==> config.mk <==
export PLATFORM = sky130hd
export DESIGN_NAME = connection_slot_pool
export DESIGN_NICKNAME = d
export VERILOG_FILES = /design/src/hdl/csp_pkg.sv /design/src/hdl/connection_slot_pool.sv
export SDC_FILE = /design/constraint.sdc
export NUM_CORES = 2
export LEC_CHECK = 0
export BUFFER_PORTS_ARGS = -buffer_cell sky130_fd_sc_hd__clkbuf_2
export CORE_MARGIN = 3
export CORE_UTILIZATION = 45
export DETAILED_ROUTE_END_ITERATION = 10
export RECOVER_POWER = 25
export SLEW_MARGIN = 40
export SYNTH_ARGS = -nofsm -noshare
export SYNTH_HDL_FRONTEND = slang
export SYNTH_SLANG_ARGS = --single-unit
==> constraint.sdc <==
create_clock -name clk_i -period 13.6 [get_ports clk_i]
set_clock_uncertainty 0.1 [all_clocks]
set_input_delay 1.36 -clock clk_i [delete_from_list [all_inputs] [get_ports clk_i]]
set_output_delay 1.36 -clock clk_i [all_outputs]
set_load 0.01 [all_outputs]
==> src/hdl/csp_pkg.sv <==
package csp_pkg;
  localparam int unsigned MaxConn = 16;
  localparam int unsigned IdxW = $clog2(MaxConn);
  localparam int unsigned CntW = $clog2(MaxConn + 1);

  localparam logic [16:0] IdleDefault = 17'd300;
  localparam logic [4:0]  HostDefault = 5'd4;

  localparam logic [7:0] RegMaxIdle = 8'd0;
  localparam logic [7:0] RegMaxHost = 8'd1;

  typedef enum logic [1:0] {
    OpAcquire = 2'd0,
    OpRelease = 2'd1,
    OpEvict   = 2'd2,
    OpCloseAll = 2'd3
  } op_e;

  typedef enum logic [1:0] {
    StOk       = 2'd0,
    StHostFull = 2'd1,
    StTblFull  = 2'd2,
    StBadSlot  = 2'd3
  } status_e;

  typedef enum logic [1:0] {
    SIdle,
    SAcqScan,
    SAcqEnd,
    SEvict
  } state_e;
endpackage

==> src/hdl/connection_slot_pool.sv <==
// Connection slot pool.
// Command channel: an operation transfer happens at a rising edge with start_i
// high and busy_o low; operation_i, host_key_i, port_i, slot_i and now_i are
// sampled then. Exactly one result follows per command, shown for one cycle
// with valid_o high; the receiver cannot stall, so the result is simply
// presented and dropped. busy_o is high from an acquire or evict transfer
// to its result and stays low for release and close-all. Release and
// close-all load the result register at the transfer; acquire scans the
// table in SAcqScan up to the step that sees the end of the table, then
// passes SAcqEnd, which loads the result register; evict compacts the
// table in SEvict, and its step that sees the end loads the result
// register. The slot scan reads one table entry per cycle. A new command
// can be taken in the cycle the result is shown.
// Configuration: cfg_we_i writes register cfg_idx_i (0 idle age limit,
// 1 per-host slot limit) from cfg_data_i; other indexes are ignored.
// Write only idle.
// Reset clears the slot count and loads the register defaults; the table
// contents are left as they are and are only used below the slot count.
// Evict keeps the order of surviving slots and packs them to the bottom.
module connection_slot_pool import csp_pkg::*; (
  input  logic        clk_i,
  input  logic        rst_ni,
  input  logic        start_i,
  output logic        busy_o,
  input  logic [1:0]  operation_i,
  input  logic [31:0] host_key_i,
  input  logic [15:0] port_i,
  input  logic [3:0]  slot_i,
  input  logic [31:0] now_i,
  input  logic        cfg_we_i,
  input  logic [7:0]  cfg_idx_i,
  input  logic [16:0] cfg_data_i,
  output logic        valid_o,
  output logic [1:0]  status_o,
  output logic [3:0]  slot_out_o,
  output logic        reused_o,
  output logic [31:0] use_total_o,
  output logic [4:0]  evicted_o
);

  // slot table (flops, one read index per cycle)
  logic [31:0] host_q [MaxConn];
  logic [15:0] port_q [MaxConn];
  logic        inuse_q [MaxConn];
  logic [31:0] uses_q [MaxConn];
  logic [31:0] last_q [MaxConn];

  state_e      state_q, state_d;
  logic [CntW-1:0] live_q;
  logic [CntW-1:0] idx_q, idx_d;    // scan / read pointer
  logic [CntW-1:0] wr_q, wr_d;      // evict write pointer
  logic [CntW-1:0] same_q, same_d;  // slots held by the host key
  logic        found_q, found_d;
  logic [IdxW-1:0] fidx_q, fidx_d;
  logic [31:0] fuses_q, fuses_d;

  logic [31:0] cmd_key_q, cmd_now_q;
  logic [15:0] cmd_port_q;
  logic [16:0] max_idle_q;
  logic [4:0]  max_host_q;

  logic        valid_q;
  logic [1:0]  status_q;
  logic [3:0]  slot_q;
  logic        reused_q;
  logic [31:0] total_q;
  logic [4:0]  evicted_q;

  logic        accept;
  logic        scan_end;
  logic [IdxW-1:0] ridx;
  logic        key_hit, idle_hit, keep;
  logic [31:0] age;
  logic [16:0] age_lim;
  logic [4:0]  host_lim;

  assign accept   = start_i && (state_q == SIdle);
  assign scan_end = (idx_q == live_q);
  assign ridx     = idx_q[IdxW-1:0];
  assign key_hit  = (host_q[ridx] == cmd_key_q);
  assign idle_hit = !inuse_q[ridx] && key_hit && (port_q[ridx] == cmd_port_q);
  assign age_lim  = (max_idle_q == '0) ? IdleDefault : max_idle_q;
  assign host_lim = (max_host_q == '0) ? HostDefault : max_host_q;
  assign age      = cmd_now_q - last_q[ridx];
  assign keep     = inuse_q[ridx] || (age <= {15'd0, age_lim});

  // next state
  always_comb begin
    state_d = state_q;
    unique case (state_q)
      SIdle: begin
        if (accept) begin
          if (operation_i == OpAcquire) state_d = SAcqScan;
          else if (operation_i == OpEvict) state_d = SEvict;
        end
      end
      SAcqScan: if (scan_end) state_d = SAcqEnd;
      SAcqEnd:  state_d = SIdle;
      SEvict:   if (scan_end) state_d = SIdle;
      default:  state_d = SIdle;
    endcase
  end

  // scan datapath
  always_comb begin
    idx_d   = idx_q;
    wr_d    = wr_q;
    same_d  = same_q;
    found_d = found_q;
    fidx_d  = fidx_q;
    fuses_d = fuses_q;
    unique case (state_q)
      SIdle: begin
        idx_d   = '0;
        wr_d    = '0;
        same_d  = '0;
        found_d = 1'b0;
      end
      SAcqScan: begin
        if (!scan_end) begin
          idx_d = idx_q + 1'b1;
          if (key_hit) same_d = same_q + 1'b1;
          if (idle_hit && !found_q) begin
            found_d = 1'b1;
            fidx_d  = ridx;
            fuses_d = uses_q[ridx] + 32'd1;
          end
        end
      end
      SEvict: begin
        if (!scan_end) begin
          idx_d = idx_q + 1'b1;
          if (keep) wr_d = wr_q + 1'b1;
        end
      end
      default: ;
    endcase
  end

  assign busy_o = (state_q != SIdle);

  always_ff @(posedge clk_i or negedge rst_ni) begin
    if (!rst_ni) begin
      state_q    <= SIdle;
      live_q     <= '0;
      valid_q    <= 1'b0;
      max_idle_q <= IdleDefault;
      max_host_q <= HostDefault;
    end else begin
      state_q <= state_d;
      valid_q <= 1'b0;
      if (cfg_we_i) begin
        if (cfg_idx_i == RegMaxIdle) max_idle_q <= cfg_data_i;
        else if (cfg_idx_i == RegMaxHost) max_host_q <= cfg_data_i[4:0];
      end
      if (accept) begin
        if (operation_i == OpRelease) begin
          valid_q <= 1'b1;
        end else if (operation_i == OpCloseAll) begin
          valid_q <= 1'b1;
          live_q  <= '0;
        end
      end
      if (state_q == SAcqEnd) begin
        valid_q <= 1'b1;
        if (!found_q && same_q < host_lim && live_q < CntW'(MaxConn))
          live_q <= live_q + 1'b1;
      end
      if (state_q == SEvict && scan_end) begin
        valid_q <= 1'b1;
        live_q  <= wr_q;
      end
    end
  end

  // payload and table
  always_ff @(posedge clk_i) begin
    idx_q   <= idx_d;
    wr_q    <= wr_d;
    same_q  <= same_d;
    found_q <= found_d;
    fidx_q  <= fidx_d;
    fuses_q <= fuses_d;
    if (accept) begin
      cmd_key_q  <= host_key_i;
      cmd_port_q <= port_i;
      cmd_now_q  <= now_i;
      status_q   <= StOk;
      slot_q     <= '0;
      reused_q   <= 1'b0;
      total_q    <= '0;
      evicted_q  <= '0;
      if (operation_i == OpRelease) begin
        if (CntW'(slot_i) >= live_q) begin
          status_q <= StBadSlot;
        end else begin
          inuse_q[slot_i[IdxW-1:0]] <= 1'b0;
          last_q[slot_i[IdxW-1:0]]  <= now_i;
        end
      end
    end
    if (state_q == SAcqEnd) begin
      priority if (found_q) begin
        inuse_q[fidx_q] <= 1'b1;
        uses_q[fidx_q]  <= fuses_q;
        slot_q   <= 4'(fidx_q);
        reused_q <= 1'b1;
        total_q  <= fuses_q;
      end else if (same_q >= host_lim) begin
        status_q <= StHostFull;
      end else if (live_q >= CntW'(MaxConn)) begin
        status_q <= StTblFull;
      end else begin
        host_q[live_q[IdxW-1:0]]  <= cmd_key_q;
        port_q[live_q[IdxW-1:0]]  <= cmd_port_q;
        inuse_q[live_q[IdxW-1:0]] <= 1'b1;
        uses_q[live_q[IdxW-1:0]]  <= 32'd1;
        last_q[live_q[IdxW-1:0]]  <= '0;
        slot_q  <= 4'(live_q[IdxW-1:0]);
        total_q <= 32'd1;
      end
    end
    if (state_q == SEvict) begin
      if (!scan_end && keep) begin
        host_q[wr_q[IdxW-1:0]]  <= host_q[ridx];
        port_q[wr_q[IdxW-1:0]]  <= port_q[ridx];
        inuse_q[wr_q[IdxW-1:0]] <= inuse_q[ridx];
        uses_q[wr_q[IdxW-1:0]]  <= uses_q[ridx];
        last_q[wr_q[IdxW-1:0]]  <= last_q[ridx];
      end
      if (scan_end) evicted_q <= 5'(live_q - wr_q);
    end
  end

  assign valid_o     = valid_q;
  assign status_o    = status_q;
  assign slot_out_o  = slot_q;
  assign reused_o    = reused_q;
  assign use_total_o = total_q;
  assign evicted_o   = evicted_q;

`ifndef SYNTHESIS
  a_live_range: assert property (@(posedge clk_i) disable iff (!rst_ni)
    live_q <= CntW'(MaxConn)) else $error("slot count beyond table");
  a_wr_behind: assert property (@(posedge clk_i) disable iff (!rst_ni)
    (state_q == SEvict) |-> (wr_q <= idx_q)) else $error("evict write overtook read");
  a_end_result: assert property (@(posedge clk_i) disable iff (!rst_ni)
    (state_q == SAcqEnd) |=> valid_o) else $error("acquire ended without result");
`endif
endmodule

==> flow_summary.ini <==
[clock_network]
postCtsHoldBufs = 0
worstSkewPairLatency_ps = 840
clkSinkCount = 2018
cts-root-buf = clkbuf_16
cts_resized = 0
h-tree-depth = 4
clkTransAtPathRegs_ps = 60
cts_buffers = 200
cts_buffer_depth = 3
cts_tree = built
cts_setup_buffers = 0

[synthesis]
yosys-top-cells-area = edfxtp_1, mux4_2, dfxtp_1, nand2_1, ha_1
synth_area_leader_cell = edfxtp_1
synth-warning-count = 0
ys_seq_area_share_pct = 73.8
yosys_most_used_dff = edfxtp_1
syn_area_um2 = 81300
synth_top_area_share_pct = 71.6
syn_area_per_cell_um2 = 20.4
ys_seq_elements = 2018
syn_inst = 3994
synth-edff-count = 1940
ys_types = 71
async_reset_ff_share_pct = 1.49
synth_nets = 4180

[sta]
post-route-period-util_pct = 84.8
setup_viol = 0
maxSlewViolCount = 484
grt_setup_unrepaired = false
setup_ws_ps = 2070
setup_tns_ps = 0
fmaxAchievable_mhz = 86.7
post-route-min-period_ps = 11530
slew_headroom_pct = -132
finalHoldViolations = 0
tightest_slew_ps = 3490

[global_route]
grt_pass1_vias = 41100
antenna_found_initial = 9
grt_start_max_net_pins = 106
grt_pass1_wl_um = 288000
grt-ovfl-total = 0
grt.total_usage_pct = 21.1

[finish]
fin_area_um2 = 92200
mostFrequentLayoutCells = edfxtp_1, mux4_2, nand2_1
finalNetCount = 4491
drive_gt1_share_pct = 26.1
fin_cells = 6833
final_common_cell = edfxtp_1
antenna_cells = 0
area_growth_pct = 13.4

[critical_path]
worstPathArrival_ps = 11880
cp.depth = 26
cp.buffers_inverters = 7
slowest_delay_ps = 1840
reg2reg_to = host_q[9][17]
reg2reg_setup_slack_ps = 2070
cp-endpoint = host_q[9][17]
cp_top_family = buffers and inverters
worstSetupPathType = reg2reg
timing.critical_path.mode_cell = buf_4
endpoint_kind = flop
slowest_stage = dfxtp_1
crit_required_ps = 13950
critPathLaunchType = flop
critical_path.max_fanout = 94
reg2reg_depth = 26

[pwr]
peakVddDrop_v = 0.000156
totalPowerFinal_mw = 19.8
pwr_density_cell_nw_per_um2 = 215
leakage_nw = 29.0

[status]
status = finished, violations left
violations = capacitance limit, slew limit

[place]
port_buffers = 160
pre_cts_ws_ps = 3290
dp.cells = 6451
routabilityCongestion = 0.851
hpwl_um = 114000
placed_area_um2 = 85900

[detailed_routing]
vias_per_cell = 5.88
vias = 40200
drt_iter0_drc = 3902
highest_layer = met5
wl_per_cell_um = 28.5
wl_met2_um = 93900
dr_wl_met3_um = 11400
ant_nets = 0
drc_errors = 0
wl_um = 195000
met1Wirelength_um = 85500
dr.pass1.iters = 6

[die]
core_area_um2 = 179000
die-area_um2 = 186000
initial_core_util_pct = 45.4
die_h_um = 431
die_x_um = 431
rows = 155
ios = 161

[worst_hold_path]
hold_path.class = reg2reg

[flow_run]
maxCapViolCount = 17
==> logic make-up (layout without fill, tap and decap cells) <==
kind of cell | Yosys count | count (layout) | share of synthesized area (%)
AO/OA/AOI/OAI | 313 | 313 | 2.47
buffers and inverters | 282 | 766 | 1.65
multiplexers | 644 | 644 | 16.7
XOR/XNOR | 120 | 120 | 1.29
flip-flops | 2018 | 2018 | 73.8
adder cells (fa/ha/maj) | 71 | 71 | 1.11
AND/OR/NAND/NOR | 546 | 546 | 3.01
==> per-stage QoR <==
step,hold WS (ps),utilization [%]
after floorplan,361,-
after global placement,339,47.8
after detailed placement,358,48.0
after CTS,376,51.6
after global routing,384,51.5
final,366,51.5
==> final cells by class <==
cell class	count	area [um2]
clock inverters	124	1190
inverters	80	302
clock buffers	251	5260
multi-input cells	1694	20500
fillers	14100	86800
repair buffers	311	2040
well taps	2355	2950
flip-flops and latches	2018	60000
==> Yosys cell counts, types with 55 or more instances <==
| cell | number |
|---|---|
| a21oi_1 | 63 |
| buf_2 | 55 |
| clkbuf_1 | 92 |
| edfxtp_1 | 1940 |
| ha_1 | 69 |
| inv_1 | 79 |
| mux2_2 | 63 |
| mux4_2 | 565 |
| nand2_1 | 235 |
| nor2_1 | 137 |
| o21ai_0 | 104 |
| xnor2_1 | 97 |
==> registers in the layout, indices dropped and copies added, names as in the netlist, 2 cells and up, named ones only <==
register / cells
slot_out_o: 4
last_q: 512
cmd_port_q: 16
inuse_q: 16
same_q: 5
port_q: 256
max_idle_q: 17
live_q: 5
fuses_q: 32
use_total_o: 32
state_q: 2
host_q: 512
cmd_now_q: 32
status_o: 2
idx_q: 5
uses_q: 512
fidx_q: 4
evicted_o: 5
max_host_q: 5
wr_q: 5
cmd_key_q: 32
==> report_power, final <==
group / switching (mW) / internal (mW) / leakage [nW]
Sequential: 0.294 / 7.89 / 18.2
Combinational: 3.63 / 2.63 / 7.67
Clock: 2.36 / 3.01 / 3.12
Total: 6.28 / 13.5 / 29.0
==> worst reg2reg max path: cells and delay by family, from the launching register on <==
kind	cells	cell delay, ps
buf+inv	7	3050
simple gates	8	2640
flops	1	1840
compound gates	6	1700
mux	2	1020
fa+ha+maj	2	610
xor+xnor	1	160
==> routing by layer <==
metal | up-vias | GRT usage [%]
li1 | 17100 | -
met1 | 21500 | 31.1
met2 | 1338 | 33.7
met3 | 263 | 3.08
met4 | 2 | 4.84
met5 | - | 0
==> how the worst min path moves through the flow <==
stage                     depth (start not counted)     startpoint         endpoint  slack (ps)
after floorplan                                   1    fuses_q[10]  use_total_o[10]         360
after global placement                            1       reused_o         reused_o         340
after detailed placement                          1  slot_out_o[3]    slot_out_o[3]         360
after CTS                                         1       reused_o         reused_o         380
after global routing                              1  slot_out_o[3]    slot_out_o[3]         380
final                                             1       reused_o         reused_o         370
Power figures use the tool's default switching activity.
